===== src/ptu_pkg.sv =====
// Shared constants, opcodes and memory port types of the two-level page table unit.
// Used by the interfaces, the controller, the top level and the checker.
package ptu_pkg;

	localparam int DIR_SLOTS       = 1024;
	localparam int TABLE_ENTRIES   = 1024;
	localparam int IDENTITY_TABLES = 32;
	localparam int IDENT_TABLES    = (IDENTITY_TABLES > DIR_SLOTS) ? DIR_SLOTS : IDENTITY_TABLES;

	localparam int DIR_AW    = $clog2(DIR_SLOTS);
	localparam int TBL_AW    = $clog2(TABLE_ENTRIES);
	localparam int ENT_AW    = DIR_AW + TBL_AW;
	localparam int TBL_DEPTH = 1 << ENT_AW;

	localparam int OP_W      = 2;
	localparam int ADDR_W    = 32;
	localparam int FLAG_W    = 12;
	localparam int IDX_W     = 10;
	localparam int FRAME_W   = ADDR_W - FLAG_W;
	localparam int DIR_SHIFT = 22;
	localparam int TBL_SHIFT = 12;

	localparam logic [OP_W-1:0] OP_MAP   = 2'd0;
	localparam logic [OP_W-1:0] OP_UNMAP = 2'd1;
	localparam logic [OP_W-1:0] OP_XLATE = 2'd2;

	localparam logic [ADDR_W-1:0] FALLBACK_RESET = 32'h0800_0000;
	localparam logic [FLAG_W-1:0] FLAG_PRESENT   = 12'h001;
	localparam logic [FLAG_W-1:0] DIR_INIT_FLAGS = 12'h003;

	typedef struct packed {
		logic              we;
		logic [DIR_AW-1:0] waddr;
		logic [FLAG_W-1:0] wdata;
		logic              re;
		logic [DIR_AW-1:0] raddr;
	} dir_port_t;

	typedef struct packed {
		logic              we;
		logic [ENT_AW-1:0] waddr;
		logic [ADDR_W-1:0] wdata;
		logic              re;
		logic [ENT_AW-1:0] raddr;
	} tbl_port_t;

endpackage


===== src/ptu_if.sv =====
// Request and response channel interfaces of the page table unit.
// Depends on ptu_pkg for the field widths.
interface ptu_req_if import ptu_pkg::*; ();
	logic              valid;
	logic              ready;
	logic [OP_W-1:0]   opcode;
	logic [ADDR_W-1:0] virt_addr;
	logic [ADDR_W-1:0] phys_addr;
	logic [FLAG_W-1:0] page_flags;

	modport source(output valid, opcode, virt_addr, phys_addr, page_flags, input ready);
	modport sink(input valid, opcode, virt_addr, phys_addr, page_flags, output ready);
endinterface

interface ptu_rsp_if import ptu_pkg::*; ();
	logic              valid;
	logic              ready;
	logic [ADDR_W-1:0] phys_result;

	modport source(output valid, phys_result, input ready);
	modport sink(input valid, phys_result, output ready);
endinterface


===== src/ptu_ctrl.sv =====
// Sequencer and datapath of the page table unit: reset fill, lookup, table clearing.
// Depends on ptu_pkg and ptu_if; drives the directory and table RAM ports.
module ptu_ctrl import ptu_pkg::*; (
	input  logic              clk,
	input  logic              arst_n,
	ptu_req_if.sink           req,
	ptu_rsp_if.source         rsp,
	input  logic              cfg_we,
	input  logic [ADDR_W-1:0] cfg_wdata,
	output dir_port_t         dir_port,
	input  logic [FLAG_W-1:0] dir_rdata,
	output tbl_port_t         tbl_port,
	input  logic [ADDR_W-1:0] tbl_rdata
);

	localparam logic [1:0] ST_INIT  = 2'd0;
	localparam logic [1:0] ST_IDLE  = 2'd1;
	localparam logic [1:0] ST_LOOK  = 2'd2;
	localparam logic [1:0] ST_CLEAR = 2'd3;

	logic [1:0]         state_q;
	logic [DIR_AW-1:0]  t_q;
	logic [TBL_AW-1:0]  p_q;
	logic [ADDR_W-1:0]  limit_q;
	logic               rsp_valid_q;
	logic [ADDR_W-1:0]  rsp_data_q;

	logic [OP_W-1:0]    op_s1;
	logic [ADDR_W-1:0]  virt_s1;
	logic [FRAME_W-1:0] frame_s1;
	logic [FLAG_W-1:0]  flags_s1;
	logic               inside_s1;

	logic               dir_fwd_q;
	logic [FLAG_W-1:0]  dir_fwd_data_q;
	logic               tbl_fwd_q;
	logic [ADDR_W-1:0]  tbl_fwd_data_q;

	logic [FLAG_W-1:0]  dir_cur;
	logic [ADDR_W-1:0]  ent_cur;
	logic               present;
	logic               is_map;
	logic               is_unmap;
	logic               need_clear;
	logic               out_free;
	logic               clear_last;
	logic               ident_row;
	logic               look_done;
	logic               clear_done;
	logic               done;
	logic               accept;
	logic [ADDR_W-1:0]  new_entry;
	logic [ADDR_W-1:0]  xlate;
	logic [ADDR_W-1:0]  result;
	logic [DIR_AW-1:0]  di_s1;
	logic [TBL_AW-1:0]  ti_s1;
	logic               req_inside;

	// The RAM output register only changes on a read, so the forwarded copy stays valid
	// for as long as the looked-up item waits.
	assign dir_cur    = dir_fwd_q ? dir_fwd_data_q : dir_rdata;
	assign ent_cur    = tbl_fwd_q ? tbl_fwd_data_q : tbl_rdata;
	assign present    = dir_cur[0];
	assign di_s1      = virt_s1[DIR_SHIFT +: DIR_AW];
	assign ti_s1      = virt_s1[TBL_SHIFT +: TBL_AW];
	assign is_map     = (op_s1 == OP_MAP) && inside_s1;
	assign is_unmap   = (op_s1 == OP_UNMAP) && inside_s1;
	assign need_clear = is_map && !present;
	assign out_free   = !rsp_valid_q || rsp.ready;
	assign clear_last = (p_q == TBL_AW'(TABLE_ENTRIES - 1));
	assign ident_row  = (32'(t_q) < 32'(IDENT_TABLES));
	assign look_done  = (state_q == ST_LOOK) && out_free && !need_clear;
	assign clear_done = (state_q == ST_CLEAR) && out_free && clear_last;
	assign done       = look_done || clear_done;
	assign req.ready  = (state_q == ST_IDLE) || done;
	assign accept     = req.valid && req.ready;
	assign new_entry  = {frame_s1, flags_s1 | FLAG_PRESENT};

	assign req_inside = (32'(req.virt_addr[ADDR_W-1:DIR_SHIFT]) < 32'(DIR_SLOTS))
		&& (32'(req.virt_addr[DIR_SHIFT-1:TBL_SHIFT]) < 32'(TABLE_ENTRIES));

	always_comb begin
		if (inside_s1 && present && ent_cur[0]) begin
			xlate = {ent_cur[ADDR_W-1:FLAG_W], virt_s1[FLAG_W-1:0]};
		end else if (virt_s1 < limit_q) begin
			xlate = virt_s1;
		end else begin
			xlate = '0;
		end
		result = ((state_q == ST_LOOK) && (op_s1 == OP_XLATE)) ? xlate : '0;
	end

	always_comb begin
		dir_port       = '0;
		tbl_port       = '0;
		dir_port.re    = accept;
		dir_port.raddr = req.virt_addr[DIR_SHIFT +: DIR_AW];
		tbl_port.re    = accept;
		tbl_port.raddr = {req.virt_addr[DIR_SHIFT +: DIR_AW], req.virt_addr[TBL_SHIFT +: TBL_AW]};
		unique case (state_q)
			ST_INIT: begin
				if (ident_row) begin
					tbl_port.we    = 1'b1;
					tbl_port.waddr = {t_q, p_q};
					tbl_port.wdata = {IDX_W'(t_q), IDX_W'(p_q), 10'd0, DIR_INIT_FLAGS[1:0]};
					dir_port.we    = (p_q == '0);
					dir_port.waddr = t_q;
					dir_port.wdata = DIR_INIT_FLAGS;
				end else begin
					dir_port.we    = 1'b1;
					dir_port.waddr = t_q;
					dir_port.wdata = '0;
				end
			end
			ST_LOOK: begin
				dir_port.waddr = di_s1;
				tbl_port.waddr = {di_s1, ti_s1};
				if (need_clear) begin
					dir_port.we    = 1'b1;
					dir_port.wdata = flags_s1 | FLAG_PRESENT;
				end else if (out_free) begin
					if (is_map) begin
						dir_port.we    = 1'b1;
						dir_port.wdata = dir_cur | flags_s1;
						tbl_port.we    = 1'b1;
						tbl_port.wdata = new_entry;
					end else if (is_unmap && present) begin
						tbl_port.we    = 1'b1;
						tbl_port.wdata = '0;
					end
				end
			end
			ST_CLEAR: begin
				// The mapped entry is written in place while the sweep passes over it.
				tbl_port.we    = 1'b1;
				tbl_port.waddr = {di_s1, p_q};
				tbl_port.wdata = (p_q == ti_s1) ? new_entry : '0;
			end
			default: begin
			end
		endcase
	end

	always_ff @(posedge clk or negedge arst_n) begin
		if (!arst_n) begin
			state_q     <= ST_INIT;
			t_q         <= '0;
			p_q         <= '0;
			limit_q     <= FALLBACK_RESET;
			rsp_valid_q <= 1'b0;
		end else begin
			if (cfg_we) begin
				limit_q <= cfg_wdata;
			end
			if (done) begin
				rsp_valid_q <= 1'b1;
			end else if (rsp.ready) begin
				rsp_valid_q <= 1'b0;
			end
			unique case (state_q)
				ST_INIT: begin
					if (ident_row && !clear_last) begin
						p_q <= p_q + 1'b1;
					end else begin
						p_q <= '0;
						if (t_q == DIR_AW'(DIR_SLOTS - 1)) begin
							state_q <= ST_IDLE;
						end else begin
							t_q <= t_q + 1'b1;
						end
					end
				end
				ST_IDLE: begin
					if (accept) begin
						state_q <= ST_LOOK;
					end
				end
				ST_LOOK: begin
					if (need_clear) begin
						state_q <= ST_CLEAR;
						p_q     <= '0;
					end else if (out_free) begin
						state_q <= accept ? ST_LOOK : ST_IDLE;
					end
				end
				ST_CLEAR: begin
					if (!clear_last) begin
						p_q <= p_q + 1'b1;
					end else if (out_free) begin
						state_q <= accept ? ST_LOOK : ST_IDLE;
					end
				end
				default: begin
					state_q <= ST_IDLE;
				end
			endcase
		end
	end

	always_ff @(posedge clk) begin
		if (done) begin
			rsp_data_q <= result;
		end
		if (accept) begin
			op_s1          <= req.opcode;
			virt_s1        <= req.virt_addr;
			frame_s1       <= req.phys_addr[ADDR_W-1:FLAG_W];
			flags_s1       <= req.page_flags;
			inside_s1      <= req_inside;
			dir_fwd_q      <= dir_port.we && (dir_port.waddr == dir_port.raddr);
			dir_fwd_data_q <= dir_port.wdata;
			tbl_fwd_q      <= tbl_port.we && (tbl_port.waddr == tbl_port.raddr);
			tbl_fwd_data_q <= tbl_port.wdata;
		end
	end

	assign rsp.valid       = rsp_valid_q;
	assign rsp.phys_result = rsp_data_q;

endmodule


===== src/flat_wrapper.sv =====
// flat-port wrapper written by rule: the top's interface ports become plain ports
module ptu_ctrl_flat import ptu_pkg::*;
  (clk, arst_n, cfg_we, cfg_wdata, dir_port, dir_rdata, tbl_port, tbl_rdata, req_valid, req_opcode, req_virt_addr, req_phys_addr, req_page_flags, req_ready, rsp_valid, rsp_phys_result, rsp_ready);
  ptu_req_if req_i ();
  ptu_rsp_if rsp_i ();
  input  logic clk;
  input  logic arst_n;
  input  logic cfg_we;
  input  logic [ADDR_W-1:0] cfg_wdata;
  output dir_port_t dir_port;
  input  logic [FLAG_W-1:0] dir_rdata;
  output tbl_port_t tbl_port;
  input  logic [ADDR_W-1:0] tbl_rdata;
  input wire logic [$bits(req_i.valid)-1:0] req_valid;
  input wire logic [$bits(req_i.opcode)-1:0] req_opcode;
  input wire logic [$bits(req_i.virt_addr)-1:0] req_virt_addr;
  input wire logic [$bits(req_i.phys_addr)-1:0] req_phys_addr;
  input wire logic [$bits(req_i.page_flags)-1:0] req_page_flags;
  output wire logic [$bits(req_i.ready)-1:0] req_ready;
  output wire logic [$bits(rsp_i.valid)-1:0] rsp_valid;
  output wire logic [$bits(rsp_i.phys_result)-1:0] rsp_phys_result;
  input wire logic [$bits(rsp_i.ready)-1:0] rsp_ready;
  assign req_i.valid = req_valid;
  assign req_i.opcode = req_opcode;
  assign req_i.virt_addr = req_virt_addr;
  assign req_i.phys_addr = req_phys_addr;
  assign req_i.page_flags = req_page_flags;
  assign req_ready = req_i.ready;
  assign rsp_valid = rsp_i.valid;
  assign rsp_phys_result = rsp_i.phys_result;
  assign rsp_i.ready = rsp_ready;
  ptu_ctrl u_core (.clk(clk), .arst_n(arst_n), .req(req_i), .rsp(rsp_i), .cfg_we(cfg_we), .cfg_wdata(cfg_wdata), .dir_port(dir_port), .dir_rdata(dir_rdata), .tbl_port(tbl_port), .tbl_rdata(tbl_rdata));
endmodule

===== config.mk =====
export PLATFORM = sky130hd
export DESIGN_NAME = ptu_ctrl_flat
export DESIGN_NICKNAME = d
export VERILOG_FILES = /design/src/ptu_pkg.sv /design/src/ptu_if.sv /design/src/ptu_ctrl.sv /design/src/flat_wrapper.sv
export SDC_FILE = /design/constraint.sdc
export NUM_CORES = 1
export LEC_CHECK = 0
export CAP_MARGIN = 10
export CORE_MARGIN = 2
export CORE_UTILIZATION = 40
export CTS_BUF_LIST = sky130_fd_sc_hd__clkbuf_8
export DETAILED_ROUTE_END_ITERATION = 8
export DONT_BUFFER_PORTS = 1
export HOLD_SLACK_MARGIN = 0.08
export PLACE_DENSITY = 0.6
export SYNTH_ARGS = -nofsm -noshare
export SYNTH_HDL_FRONTEND = slang
export SYNTH_SLANG_ARGS = --single-unit
export TNS_END_PERCENT = 100

===== constraint.sdc =====
create_clock -name clk -period 9.45 [get_ports clk]
set_input_delay 1.4175 -clock clk [delete_from_list [all_inputs] [get_ports clk]]
set_output_delay 1.4175 -clock clk [all_outputs]
set_load 0.01 [all_outputs]

==> results_dict.tcl, run 1 <==
set metrics [dict create \
    synth_warnings 0 \
    cts_buffer_depth 2 \
    holdPathStages 2 \
    syn_inst 806 \
    timing.fmax_mhz 189.8 \
    drt_iter0_drc 438 \
    start_util_pct 40.64 \
    cts_setup_buffers 0 \
    synth_xor_area_share_pct 4.328 \
    cp-start-kind "input pin" \
    maxSlewHeadroom_pct 24.86 \
    status "finished, final reports clean" \
    vias 6050 \
    n_antenna_cell 0 \
    core_region_area_mm2 0.02340 \
    placed_cells_incl_taps 1054 \
    fillers 2241 \
    avgViaCountPerCell 5.571 \
    synth_compound_area_share_pct 12.59 \
    final_cell_mix "edfxtp_1, nand2_1, dfrtp_1" \
    fin_cells 1086 \
    cts_tree "yes" \
    regArea_mm2 0.005341 \
    cts_buffers 17 \
    worstMarginPinSlew_ns 1.118 \
    rrSetupSlack_ns 5.84 \
    io-pin-count 301 \
    finalSetupTns_ns 0 \
    crit_arrival_ns 3.85 \
    multi_input_area_mm2 0.003585 \
    post-route-min-period_ns 5.268 \
    finalCritPeriodShare_pct 55.74 \
    worstSetupPathType "input pin to output pin" \
    cts_root_buf "clkbuf_8" \
    syn_area_per_cell_um2 11.80 \
    hp-class "flop to flop" \
    cellPowerDensity_mw_per_mm2 158.2 \
    hold_buffers 0 \
    ys_ff_latch 187 \
    finalHoldViolations 0 \
    dr.pass1.iters 4 \
    synth_edf_count 132 \
    port_buffers 0 \
    syn-cell-area_mm2 0.009510 \
    synth_top_family_by_area "compound AO/OA/AOI/OAI gates" \
    grt_overflow 0 \
    synth_ff_type "edfxtp_1" \
    end_kind "output pin" \
    drc 0 \
    area_growth_pct 5.236 \
    synth.area.mux_share_pct 4.697 \
    grt_pass1_vias 5898 \
    rows 56 \
    dp_hpwl_mm 17.96 \
    yosysUniqueCellTypes 58 \
    cp_max_fo 26 \
    p_leak_nw 3.661 \
    synthAdderAreaFrac_pct 4.473 \
    cts_sinks 187 \
    gr-usage-all-layers_pct 19.55 \
    synth_nets 999 \
    mostFrequentLayoutCell "edfxtp_1" \
    setup_viol 0 \
    async_reset_ff_share_pct 29.41 \
    yosysTopAreaCell "edfxtp_1" \
    fin_nets 947 \
    rsz0062_at_grt "false" \
    h-tree-depth 4 \
    drive_gt1_share_pct 7.953 \
    maxCapViolCount 0 \
    die_area_mm2 0.02503 \
    slew_viol_final 0 \
    antenna_found_initial 0 \
    clock_skew_ns 0.02743 \
    post_cts_resized 0 \
    r2r_cells 7 \
    irDropWorstVdd_mv 0.07819 \
    yosysTopAreaCellShare_pct 41.68 \
    fp.dieH_um 158.2 \
    cts.reportedPaths.clkPinSlew_ns 0.09 \
    grt_pass1_wl_mm 36.06 \
    drt_wl_total_mm 24.49 \
    crit_required_ns 8.03 \
    place_congestion 0.8055 \
    synth_area_leaders "edfxtp_1, dfrtp_1, ha_1" \
    post_drt_wl_per_cell_um 22.55 \
    power.total_mw 1.583 \
    clkLatencyLatePin_ns 0.47 \
    grt_max_degree 69 \
    drtAntennaViolNets 0 \
    synthSimpleGateAreaFrac_pct 11.16 \
    ys_seq_area_share_pct 56.16 \
    die_w_um 158.2 \
]
## cells in the mapped netlist, types with 22 or more instances
library cell,n
and2_1,33
o21ai_0,44
edfxtp_1,132
nand2_1,63
xnor2_1,28
nor2_1,42
buf_4,37
o2bb2ai_1,22
dfrtp_1,54
a21oi_1,26
ha_1,34
clkbuf_1,28
inv_1,41
a22o_1,23
mux2i_1,30
## cell families (layout without fill, tap and decap cells)
group,after synthesis,after routing
compound gates,166,166
fa+ha+maj,34,34
xor+xnor,47,47
buf+inv,119,80
mux,43,43
simple gates,210,210
flops,187,187
## worst paths after layout
check                                    from                 end
max in group asynchronous              arst_n  u_core.limit_q[27]
min in group asynchronous              arst_n       u_core.p_q[1]
max reg2reg                 u_core.state_q[1]    u_core.tbl_fwd_q
min reg2reg                u_core.limit_q[27]  u_core.limit_q[27]
max                              dir_rdata[0]        tbl_port[46]
min                        u_core.limit_q[27]  u_core.limit_q[27]
## registers in the layout (all words and copies together) (netlist names)
signal	count
u_core.tbl_fwd_data_q	21
u_core.t_q	10
u_core.dir_fwd_data_q	12
u_core.tbl_fwd_q	1
u_core.p_q	10
u_core.state_q	2
u_core.rsp.phys_result	32
u_core.op_s1	2
u_core.limit_q	32
u_core.flags_s1	11
u_core.dir_fwd_q	1
u_core.rsp.valid	1
u_core.virt_s1	32
u_core.frame_s1	20
## cell type report
| class | count | share of cell area (%) |
|---|---|---|
| flip-flops and latches | 187 | 53.37 |
| multi-input cells | 500 | 35.82 |
| well taps | 319 | 3.988 |
| clock inverters | 15 | 2.425 |
| clock buffers | 17 | 2.338 |
| inverters | 41 | 1.538 |
| repair buffers | 7 | 0.5251 |
## critical path, cell delays in order
cell and delay [ns]:
mux2i_1 0.22, nor4_2 1.00, nand2_1 0.30, o31ai_4 0.21, buf_4 0.39, a22o_1 0.30
## routing by layer
layer	vias up	part of all wire [%]	global-route usage, %
met5	-	0	0
met4	0	1.5	5.363
met3	30	7.7	6.105
met2	234	47	31.14
met1	2979	44	25.82
li1	2807	-	-
## through the flow
stage	util (%)	instance area [µm²]	setup slack (ns)	hold WS (ns)
finish	42.77	10010	4.182	0.5156
global route	42.77	10010	3.820	0.5369
CTS	42.77	10010	4.092	0.5249
detailed placement	40.73	9532	4.115	0.4938
global placement	40.73	9532	4.094	0.4976
floorplan	-	9510	3.259	0.4727
## where the power goes
group	switching, mW	internal [mW]
clock network	0.299	0.343
registers	0.00317	0.885
logic	0.0281	0.0242
Power figures use the tool's default switching activity.
==> inputs of run 2 (changes only) <==
==> constraint.sdc (replaced) <==
create_clock -name clk -period 5.3 [get_ports clk]
set_input_delay 0.795 -clock clk [delete_from_list [all_inputs] [get_ports clk]]
set_output_delay 0.795 -clock clk [all_outputs]
set_load 0.01 [all_outputs]
==> results_dict.tcl, run 2 (synthesis gave the netlist of run 1 again) <==
set metrics [dict create \
    status "finished, final reports clean" \
    fin_cells 1089 \
    cp_max_fo 30 \
    antenna_found_initial 0 \
    core_region_area_mm2 0.02340 \
    clkLatencyLatePin_ns 0.47 \
    mostFrequentLayoutCell "edfxtp_1" \
    final_area_mm2 0.009975 \
    setup_viol 0 \
    post_cts_resized 0 \
    timing.fmax_mhz 253.5 \
    r2r_end "u_core.tbl_fwd_q" \
    gr-usage-all-layers_pct 19.80 \
    end_kind "output pin" \
    dr.pass1.iters 4 \
    final_cell_mix "edfxtp_1, nand2_1, dfrtp_1" \
    worstSetupPathType "flop to output pin" \
    finalHoldViolations 0 \
    slew_viol_final 0 \
    hp-class "input pin to asynchronous set/reset pin" \
    fin_nets 950 \
    crit_chain "and2_1 > nand4_1 > o31ai_4 > buf_4 > a22o_1" \
    worstReg2RegStart "u_core.state_q[1]" \
    drt_wl_total_mm 24.91 \
    clock_skew_ns 0.02340 \
    grt_pass1_wl_mm 36.73 \
    start_util_pct 40.64 \
    slowest_delay_ns 0.98 \
    hold_slack_ns 0.1641 \
    drt_iter0_drc 546 \
    maxSlewHeadroom_pct 20.19 \
    port_buffers 0 \
    drive_gt1_share_pct 8.701 \
    maxCapViolCount 0 \
    cts_root_buf "clkbuf_8" \
    die_w_um 158.2 \
    crit_arrival_ns 3.15 \
    cts.reportedPaths.clkPinSlew_ns 0.11 \
    r2r_cells 7 \
    setup_ws_ns 1.356 \
    wl_met3_mm 2.263 \
    top_layer "met4" \
    rows 56 \
    cts_tree "yes" \
    cts_buffers 17 \
    fillers 2189 \
    cp-start-kind "flop" \
    h-tree-depth 4 \
    die_area_mm2 0.02503 \
    crit_buf_inv 1 \
    io-pin-count 301 \
    cts_sinks 187 \
    avgViaCountPerCell 5.559 \
    area_growth_pct 4.881 \
    drt-met1-wl_mm 10.48 \
    vias 6054 \
    cellPowerDensity_mw_per_mm2 264.8 \
    finalCritPeriodShare_pct 74.42 \
    finalSetupTns_ns 0 \
    post_drt_wl_per_cell_um 22.87 \
    rsz0062_at_grt "false" \
    n_antenna_cell 0 \
    place_congestion 0.8310 \
    drc 0 \
    crit_required_ns 4.51 \
    drtAntennaViolNets 0 \
    hold_buffers 1 \
    regArea_mm2 0.005341 \
    rrSetupSlack_ns 1.81 \
    fp.dieH_um 158.2 \
    grt_pass1_vias 5935 \
    cp_slowest_cell "dfrtp_1" \
    dp_hpwl_mm 18.15 \
    grt_max_degree 64 \
    grt_overflow 0 \
    irDropWorstVdd_mv 0.1510 \
    post_dp_cell_area_mm2 0.009547 \
    multi_input_area_mm2 0.003585 \
    worstMarginPinSlew_ns 1.189 \
    cts_buffer_depth 2 \
    route.met2.wl_mm 11.88 \
    pre_cts_ws_ns 1.790 \
    placed_cells_incl_taps 1056 \
    p_leak_nw 3.640 \
    post-route-min-period_ns 3.944 \
    cp_top_family "flip-flops" \
    cts_setup_buffers 0 \
]
run 2: changes by cell type in the layout (fill, tap and decap cells not counted), moves of 2 or more:
cell / previous run / this run
inv_6: 5 / 3
buf_4: 7 / 9
inv_1: 44 / 41
inv_8: 0 / 3
clkinv_4: 0 / 5
clkinv_8: 0 / 3
bufinv_16: 6 / 0
run 2: area by class of cell:
cell class / count / share of cell area, %
inverter: 41 / 1.543
timing repair buffer: 10 / 0.9533
multi-input combinational: 500 / 35.94
clock buffer: 18 / 2.484
sequential: 187 / 53.55
tap: 319 / 4.002
clock inverter: 14 / 1.530
run 2: worst max path at each step:
stage | startpoint | cells after the start | slack, ns | endpoint
detailed placement | u_core.p_q[1] | 7 | 1.79 | u_core.virt_s1[2]
global route | u_core.state_q[1] | 4 | 1.05 | tbl_port[55]
floorplan | u_core.state_q[1] | 8 | 0.32 | dir_port[10]
finish | u_core.state_q[1] | 5 | 1.36 | tbl_port[46]
CTS | u_core.state_q[1] | 5 | 1.29 | tbl_port[41]
global placement | u_core.state_q[1] | 7 | 1.78 | u_core.tbl_fwd_q
run 2: worst register-to-register path, delay by kind of cell, from the launching register on:
kind	cells	cell delay (ns)
buffers and inverters	1	0.31
XOR/XNOR	1	0.20
AND/OR/NAND/NOR	4	1.84
flip-flops	1	0.75
AO/OA/AOI/OAI	1	0.29
run 2: stage by stage:
stage	power, mW	utilization, %
finish	2.642	42.62
detailed placement	1.713	40.79
floorplan	1.717	-
global placement	1.709	40.79
global route	2.755	42.62
CTS	2.681	42.62
run 2: where the power goes:
part	switching [mW]	leakage (nW)	internal, mW	total [mW]
logic	0.0601	1.59	0.0454	0.106
registers	0.00585	1.85	1.58	1.58
clock network	0.585	0.202	0.366	0.951
total	0.651	3.64	1.99	2.64
run 2: metal layers:
layer	GRT usage [%]	vias up
li1	-	2809
met1	25.73	2966
met2	31.49	258
met3	7.309	21
met4	4.848	0
met5	0	-
